[config.mk]
export PLATFORM = sky130hd
export DESIGN_NAME = pbp_dot
export DESIGN_NICKNAME = d
export VERILOG_FILES = /design/src/design/pbp_pkg.sv /design/src/design/pbp_dot.sv
export SDC_FILE = /design/constraint.sdc
export NUM_CORES = 1
export LEC_CHECK = 0
export BUFFER_PORTS_ARGS = -buffer_cell sky130_fd_sc_hd__buf_2
export CORE_ASPECT_RATIO = 1.75
export CORE_MARGIN = 3
export CORE_UTILIZATION = 52
export DETAILED_ROUTE_END_ITERATION = 7
export GPL_TIMING_DRIVEN = 0
export PLACE_DENSITY = 0.74
export SLEW_MARGIN = 0
export SYNTH_ARGS = -nofsm -noshare
export SYNTH_HDL_FRONTEND = slang
export SYNTH_SLANG_ARGS = --single-unit
[constraint.sdc]
create_clock -name clock -period 6.8 [get_ports clock]
set_input_delay 2.04 -clock clock [delete_from_list [all_inputs] [get_ports clock]]
set_output_delay 2.04 -clock clock [all_outputs]
set_load 0.02 [all_outputs]
[src/design/pbp_pkg.sv]
// ----------------------------------------------------------------------------
// pbp_pkg
// Shared types, constants and the saturating weight step for the perceptron
// branch predictor.
// ----------------------------------------------------------------------------
`default_nettype none

package pbp_pkg;

   // Weight and threshold widths
   localparam int WEIGHT_W   = 8;
   localparam int THRESH_W   = 11;
   localparam int GROUP_SIZE = 4;

   localparam logic [THRESH_W-1:0] THRESH_RESET = 11'd37;
   localparam logic [WEIGHT_W-1:0] WEIGHT_MAX   = 8'h7F;
   localparam logic [WEIGHT_W-1:0] WEIGHT_MIN   = 8'h80;

   // Load enables for the two adder-tree stages
   typedef struct packed {
      logic grp_load;
      logic sum_load;
   } dot_ctrl_type;

   // One training step on a weight, saturating at -128 and 127
   function automatic logic [WEIGHT_W-1:0] sat_step(input logic [WEIGHT_W-1:0] w,
                                                    input logic up);
      logic [WEIGHT_W-1:0] r;
      if (up) begin
         r = (w == WEIGHT_MAX) ? w : w + WEIGHT_W'(1);
      end else begin
         r = (w == WEIGHT_MIN) ? w : w - WEIGHT_W'(1);
      end
      return r;
   endfunction

endpackage

`default_nettype wire

[src/design/pbp_dot.sv]
// ----------------------------------------------------------------------------
// pbp_dot
// Two-stage registered adder tree: bias plus signed weights, each taken as
// +w or -w by its history bit. Stage one sums groups, stage two the groups.
// ----------------------------------------------------------------------------
`default_nettype none

module pbp_dot #(
   parameter int HISTORY_LEN = 12,
   parameter int SUM_W       = 13
) (
   input  wire                                            clock,
   input  pbp_pkg::dot_ctrl_type                          ctrl,
   input  wire [(HISTORY_LEN+1)*pbp_pkg::WEIGHT_W-1:0]    row_data,
   input  wire [HISTORY_LEN-1:0]                          hist,
   output logic signed [SUM_W-1:0]                        sum_total
);

   localparam int WW   = pbp_pkg::WEIGHT_W;
   localparam int GS   = pbp_pkg::GROUP_SIZE;
   localparam int NT   = HISTORY_LEN + 1;
   localparam int NGRP = (NT + GS - 1) / GS;
   localparam int NPAD = NGRP * GS;

   logic signed [SUM_W-1:0] term   [NPAD];
   logic signed [SUM_W-1:0] grp_in [NGRP];
   logic signed [SUM_W-1:0] grp_ff [NGRP];
   logic signed [SUM_W-1:0] sum_in;
   logic signed [SUM_W-1:0] sum_ff;

   // Signed terms; weight i pairs with history bit HISTORY_LEN-i
   always_comb begin
      for (int t = 0; t < NPAD; t++) begin
         term[t] = '0;
      end
      term[0] = SUM_W'($signed(row_data[0 +: WW]));
      for (int t = 1; t < NT; t++) begin
         if (hist[HISTORY_LEN-t]) begin
            term[t] = SUM_W'($signed(row_data[t*WW +: WW]));
         end else begin
            term[t] = -SUM_W'($signed(row_data[t*WW +: WW]));
         end
      end
   end

   // Stage one: group partial sums
   always_comb begin
      for (int g = 0; g < NGRP; g++) begin
         grp_in[g] = '0;
         for (int k = 0; k < GS; k++) begin
            grp_in[g] = grp_in[g] + term[g*GS+k];
         end
      end
   end

   // Stage two: total of the groups
   always_comb begin
      sum_in = '0;
      for (int g = 0; g < NGRP; g++) begin
         sum_in = sum_in + grp_ff[g];
      end
   end

   always_ff @(posedge clock) begin
      if (ctrl.grp_load) begin
         grp_ff <= grp_in;
      end
      if (ctrl.sum_load) begin
         sum_ff <= sum_in;
      end
   end

   assign sum_total = sum_ff;

endmodule

`default_nettype wire

==> reports/results.ini, run 1 <==
[run_status]
outcome=finished clean

[synthesis]
number_of_enable_type_register_cells_in_the_synthesized_netlist=65
synth_async_sr_flop_share_pct=0
post_synth_instance_area_um2=8610
yosysWarnings=0
synthesis.nets=1177
synthDominantAreaCellType=sky130_fd_sc_hd__edfxtp_1
synth_top_cells_by_area=sky130_fd_sc_hd__edfxtp_1 (23%), sky130_fd_sc_hd__fa_1 (22%), sky130_fd_sc_hd__ha_1 (8.7%)
ys_ff_latch=65
syn_area_per_cell_um2=9.54
ys_seq_area_share_pct=22.7
ys_top_cells_by_count=sky130_fd_sc_hd__inv_1 (179), sky130_fd_sc_hd__fa_1 (96), sky130_fd_sc_hd__nor2_1 (77), sky130_fd_sc_hd__xnor2_1 (68), sky130_fd_sc_hd__edfxtp_1 (65)
synth.most_common_cell=sky130_fd_sc_hd__inv_1
netlist_instances=902
synth_flop_cell=sky130_fd_sc_hd__edfxtp_1
synth_unique_cells=51
synth.top_cell.area_share_pct=22.7

[timing]
finalMaxSlewViolations=0
fin_tns_setup_ps=0
whs_ps=624
timing.final.hold_violations=0
timing_worst_slew_pin_value_ps=1150
timing.final.setup_violations=0
max_freq_ghz=0.167
relSlewSlack_pct=23.3
min_period_over_period_pct=88.1
fin_crit_ps=5990
grt_setup_unrepaired=false
finalClockSkew_ps=4.65

[floorplanning]
core_um2=16000
floorplan.die.height_um=176
initial_core_util_pct=53.7
design.portCount=132
fp.dieW_um=103
dieArea_um2=18200
placement_rows=61

[power]
p_switching_mw=2.08
totalPowerFinal_mw=4.76
p_per_area_nw_per_um2=488
internal_power_mw=2.68
ir_worst_vdd_v=0.000462
clock_network_power_share_pct=9.8
total_leakage_power_nw=4.62
power_frac_comb_pct=70.1
seqPwrFrac_pct=20.1
switching_share_pct=43.7

[layout]
insertedDiodeCount=0
post_route_cells_drive_above_1_share_pct=15.1
nNetsFinal=1310
syn_to_final_growth_pct=13.3
layout.cell_area.non_filler_um2=9760

[global_route]
grt_remaining_overflow=0
global_route.peak_usage_layer=met2
grtUsageMet2_pct=41.0
gr-usage-met3_pct=3.04
maximum_number_of_pins_on_one_net_before_global_route_repair=53
grt_pass1_vias=6866
grt_use_total_pct=20.7
antenna_found_initial=0
grtUsageMet1_pct=20.3
grt_first_pass_wirelength_mm=29.6

[critical_path]
worst-endpoint-arrival_ps=6060
timing.critical_path.fanout_max=4
path_cells=buf_2, nor2_1, nor4b_1, a21oi_1, xor2_1, fa_1, inv_1, fa_1, inv_1, ha_1, or3_1, o41ai_1, o21ai_0, xnor2_1
timing.critical_path.slowest_stage_cell=sky130_fd_sc_hd__nor4b_1
critical-path-max-stage-delay_ps=580
critPathBufInv=3
cpLargestDelayFamily=adder cells
data_required_time_of_the_worst_path_ps=6870
worst_setup_path_end_kind=register
startpoint_type=input pin
critical_path_class=in -> reg

[detailed_routing]
wire_per_inst_um=14.7
num_vias=6600
drc=0
post_route_ant_nets=0
vias_per_cell=5.37
dr.first_iter.drc_count=188
totalWireLength_mm=18.0
first_pass_iteration_count_of_the_detailed_router=5

[clock_network]
cts_buffers=9
ctsHoldBuffers=0
root_buffer=sky130_fd_sc_hd__clkbuf_16
post-cts-setup-buffer-count=0
tritoncts_sink_count=65
cts_tree=yes
cts.repair.resized=0
cts_htree_levels=3
path_clk_slew_ps=50
clkLatencyLatePin_ps=320
clock_path_buffers=2

[hold_path]
worstHoldPathType=reg -> reg

[flow_run]
maxCapViolations=0

[placed_design]
gp_congestion=0.849
port-buffer-count=122
dp_hpwl_mm=16.0
placed_cell_area_um2=9460

final cells by class:
type | count | area (um2)
repair buffers | 122 | 611
clock buffers | 10 | 229
plain buffers | 18 | 70.1
clock inverters | 5 | 71.3
inverters | 180 | 676
multi-input cells | 639 | 5910
flip-flops and latches | 65 | 1950
well taps | 189 | 236
fillers | 1424 | 6270
cell usage in the layout, fill, tap and decap left out, types with 16 or more instances in the layout:
| master | instances |
|---|---|
| sky130_fd_sc_hd__fa_1 | 96 |
| sky130_fd_sc_hd__nor3_1 | 31 |
| sky130_fd_sc_hd__nor2_1 | 77 |
| sky130_fd_sc_hd__buf_2 | 124 |
| sky130_fd_sc_hd__ha_1 | 60 |
| sky130_fd_sc_hd__a21oi_1 | 51 |
| sky130_fd_sc_hd__nor2b_1 | 16 |
| sky130_fd_sc_hd__nand2_1 | 23 |
| sky130_fd_sc_hd__xnor2_1 | 68 |
| sky130_fd_sc_hd__a21o_1 | 17 |
| sky130_fd_sc_hd__xor2_1 | 56 |
| sky130_fd_sc_hd__inv_1 | 179 |
| sky130_fd_sc_hd__edfxtp_1 | 65 |
power groups by stage:
stage                     clock, mW  combinational, mW  sequential (mW)
after floorplan                   0               2.53            0.976
after global placement            0               3.24            0.966
after detailed placement          0               3.33            0.974
after CTS                     0.474               3.38            0.966
after global routing          0.493               3.77            0.976
final                         0.466               3.34            0.957
state kept, by name, summed over array words and instances (netlist names):
| register | flops |
|---|---|
| grp_ff | 52 |
| sum_total | 13 |
per-layer routing:
metal	vias to the layer above	share of wire [%]
met2	165	58
met5	-	0
met1	3169	34
met3	49	4.1
met4	0	3.8
li1	3217	-
path summary, 6_finish.rpt:
check | startpoint | to | slack (ps) | cells after the start
worst max-delay path | row_data[58] | grp_ff[38] | 810 | 14
worst min-delay path | grp_ff[39] | sum_total[0] | 620 | 1
worst max register to register | grp_ff[14] | sum_total[11] | 3470 | 11
worst min register to register | grp_ff[39] | sum_total[0] | 620 | 1
stage by stage:
step                      instances  worst slack (ps)  util, %
after floorplan                 902              1340        -
after global placement         1213               586     59.0
after detailed placement       1213               508     59.0
after CTS                      1228               837     60.9
after global routing           1228               561     60.9
final                          1228               809     60.9
cell families after synthesis:
kind of cell / share of synthesized area [%]
XOR/XNOR: 13.1
AO/OA/AOI/OAI: 10.5
flip-flops: 22.7
AND/OR/NAND/NOR: 10.9
adder cells (fa/ha/maj): 31.0
buffers and inverters: 8.66
multiplexers: 3.18
Power figures use the tool's default switching activity.
==> run 2, diff against run 1 <==
--- a/config.mk
+++ b/config.mk
@@ -11,7 +11,7 @@
 export CORE_UTILIZATION = 52
 export DETAILED_ROUTE_END_ITERATION = 7
 export GPL_TIMING_DRIVEN = 0
-export PLACE_DENSITY = 0.74
+export PLACE_DENSITY = 0.77
 export SLEW_MARGIN = 0
 export SYNTH_ARGS = -nofsm -noshare
 export SYNTH_HDL_FRONTEND = slang
==> constraint.sdc (replaced) <==
create_clock -name clock -period 5 [get_ports clock]
set_input_delay 1.5 -clock clock [delete_from_list [all_inputs] [get_ports clock]]
set_output_delay 1.5 -clock clock [all_outputs]
set_load 0.02 [all_outputs]
==> reports/results.ini, run 2 (same netlist as run 1, synthesis figures left out) <==
[hold_path]
hold-path-cell-count=1  ; unchanged
worst_hold_path.endpoint=sum_total[0]  ; unchanged
hold_path.startpoint=grp_ff[39]  ; unchanged
worstHoldPathType=reg -> reg  ; unchanged

[critical_path]
timing.reg2reg.worst_path_depth=11  ; unchanged
critical_path_class=in -> reg  ; unchanged
data_required_time_of_the_worst_path_ps=5040  ; was 6870 ps
timing.critical_path.fanout_max=4  ; unchanged
timing.rr.end=sum_total[11]  ; unchanged
worst_setup_path_end_kind=register  ; unchanged
r2r_setup_slack_ps=1680  ; was 3470 ps
r2r-start=grp_ff[14]  ; unchanged
worst-endpoint-arrival_ps=4970  ; was 6060 ps
startpoint_type=input pin  ; unchanged

[clock_network]
root_buffer=sky130_fd_sc_hd__clkbuf_16  ; unchanged
tritoncts_sink_count=65  ; unchanged
clkLatencyLatePin_ps=330  ; was 320 ps
clock_path_buffers=2  ; unchanged
cts_tree=yes  ; unchanged
cts_buffers=9  ; unchanged
cts_htree_levels=3  ; unchanged
path_clk_slew_ps=50  ; about the same

[power]
totalPowerFinal_mw=6.55  ; was 4.76 mW
p_per_area_nw_per_um2=658  ; was 488 nW/um2
switching_share_pct=44.0  ; was 43.7%
clock_network_power_share_pct=9.2  ; was 9.8%
power_frac_comb_pct=71.0  ; was 70.1%
total_leakage_power_nw=4.66  ; was 4.62 nW
internal_power_mw=3.67  ; was 2.68 mW
p_switching_mw=2.89  ; was 2.08 mW
ir_worst_vdd_v=0.000621  ; was 0.000462 V
seqPwrFrac_pct=19.9  ; was 20.1%

[floorplanning]
design.portCount=132  ; unchanged
fp.dieW_um=103  ; unchanged
floorplan.die.height_um=176  ; unchanged
core_um2=16000  ; unchanged
initial_core_util_pct=53.7  ; unchanged
placement_rows=61  ; unchanged
dieArea_um2=18200  ; unchanged

[timing]
max_freq_ghz=0.203
finalMaxSlewViolations=0  ; unchanged
timing.final.hold_violations=0  ; unchanged
relSlewSlack_pct=23.6  ; was 23.3%
timing_worst_slew_pin_value_ps=1150  ; about the same
min_period_over_period_pct=98.5
fin_crit_ps=4930
final_critical_path_setup_slack_ps=72.9  ; was 809 ps
fin_tns_setup_ps=0  ; unchanged
timing.final.setup_violations=0  ; unchanged
finalClockSkew_ps=3.02  ; was 4.65 ps

[global_route]
grt_pass1_vias=6687  ; was 6866
grt_first_pass_wirelength_mm=29.3  ; was 29.6 mm
antenna_found_initial=0  ; unchanged
grt_remaining_overflow=0  ; unchanged
maximum_number_of_pins_on_one_net_before_global_route_repair=53  ; unchanged
grt_use_total_pct=20.2  ; was 20.7%

[detailed_routing]
post_route_ant_nets=0  ; unchanged
totalWireLength_mm=18.5  ; was 18.0 mm
num_vias=6575  ; was 6600
first_pass_iteration_count_of_the_detailed_router=5  ; unchanged
vias_per_cell=5.36  ; was 5.37
drc=0  ; unchanged
wire_per_inst_um=15.1  ; was 14.7 um
dr.first_iter.drc_count=251  ; was 188

[layout]
largest_register=grp_ff  ; unchanged
syn_to_final_growth_pct=15.7  ; was 13.3%
mostFrequentLayoutCell=sky130_fd_sc_hd__inv_1  ; unchanged
fin_util_pct=62.1  ; was 60.9%
nNetsFinal=1307  ; was 1310
layout.cell_area.non_filler_um2=9960  ; was 9760 um2
insertedDiodeCount=0  ; unchanged
post_route_cells_drive_above_1_share_pct=18.9  ; was 15.1%
filler_cell_count=1344  ; was 1424
multi_input_area_um2=6130  ; was 5910 um2
register_cell_area_after_layout_um2=1950  ; unchanged
largest_register_ff_count=52  ; unchanged
final_cell_mix=sky130_fd_sc_hd__inv_1 (179), sky130_fd_sc_hd__buf_2 (124), sky130_fd_sc_hd__fa_1 (95)  ; was sky130_fd_sc_hd__inv_1 (179), sky130_fd_sc_hd__buf_2 (124), sky130_fd_sc_hd__fa_1 (96)

[run_status]
outcome=finished clean  ; unchanged

[placed_design]
placed_cell_area_um2=9460  ; unchanged
port-buffer-count=122  ; unchanged
dp_worst_setup_slack_ps=-633  ; was 508 ps
gp_congestion=0.905  ; was 0.849
dp_hpwl_mm=15.5  ; was 16.0 mm

[flow_run]
maxCapViolations=0  ; unchanged

run 2: cell types whose count changed in the layout (fill, tap and decap cells not counted), sizes merged:
cell and delta:
clkinvlp +1, clkbuf -4, buf +2, bufinv -1
run 2: worst max-delay path by stage:
stage | start | end | slack (ps) | cells after the start
after CTS | row_data[51] | grp_ff[38] | 30 | 14
after global routing | row_data[56] | grp_ff[38] | -40 | 15
after global placement | row_data[59] | grp_ff[38] | -480 | 14
final | row_data[56] | grp_ff[37] | 70 | 17
after floorplan | hist[5] | grp_ff[38] | 80 | 14
after detailed placement | row_data[51] | grp_ff[38] | -630 | 14
run 2: final cells by class:
type / count / area share, %
timing repair buffer: 124 / 6.28
multi-input combinational: 639 / 61.5
clock inverter: 5 / 0.565
buffer: 13 / 0.515
sequential: 65 / 19.6
clock buffer: 11 / 2.34
tap: 189 / 2.37
inverter: 180 / 6.78
run 2: worst max-delay path, stage by stage:
cell and delay (ps):
sky130_fd_sc_hd__buf_2 150, sky130_fd_sc_hd__inv_1 60, sky130_fd_sc_hd__ha_1 290, sky130_fd_sc_hd__mux2_2 280
sky130_fd_sc_hd__fa_1 560, sky130_fd_sc_hd__inv_1 60, sky130_fd_sc_hd__fa_1 460, sky130_fd_sc_hd__inv_1 70
sky130_fd_sc_hd__ha_2 190, sky130_fd_sc_hd__inv_1 60, sky130_fd_sc_hd__fa_2 360, sky130_fd_sc_hd__nor2b_1 170
sky130_fd_sc_hd__o21ai_2 90, sky130_fd_sc_hd__a21boi_2 200, sky130_fd_sc_hd__o21ai_2 110, sky130_fd_sc_hd__a21oi_2 200
sky130_fd_sc_hd__o311ai_1 140
run 2: stage by stage:
| stage | cells | hold WS [ps] |
|---|---|---|
| floorplan | 902 | 526 |
| global placement | 1213 | 610 |
| detailed placement | 1213 | 641 |
| CTS | 1226 | 656 |
| global route | 1226 | 661 |
| finish | 1226 | 628 |
run 2: per-layer routing:
metal  up-vias  track usage (%)  wire (um)
li1       3216                -          -
met1      3159             21.5       6680
met2       158             39.4      10700
met3        42             2.65        589
met4         0             6.54        458
met5         -                0          0
run 2: repair_timing:
item                       4_1_cts  5_1_grt
setup endpoints to repair        4       12
setup buffers                    0        2
hold buffers                     0        0
pin swaps                        0        5
gates resized for setup          4       38
run 2: power by group through the flow:
stage                     registers [mW]  clock network (mW)  logic, mW
after CTS                           1.31               0.611       4.54
after floorplan                     1.33                   0       3.44
after global routing                1.33               0.631       5.27
after global placement              1.31                   0       4.33
after detailed placement            1.32                   0       4.47
final                               1.30               0.600       4.65
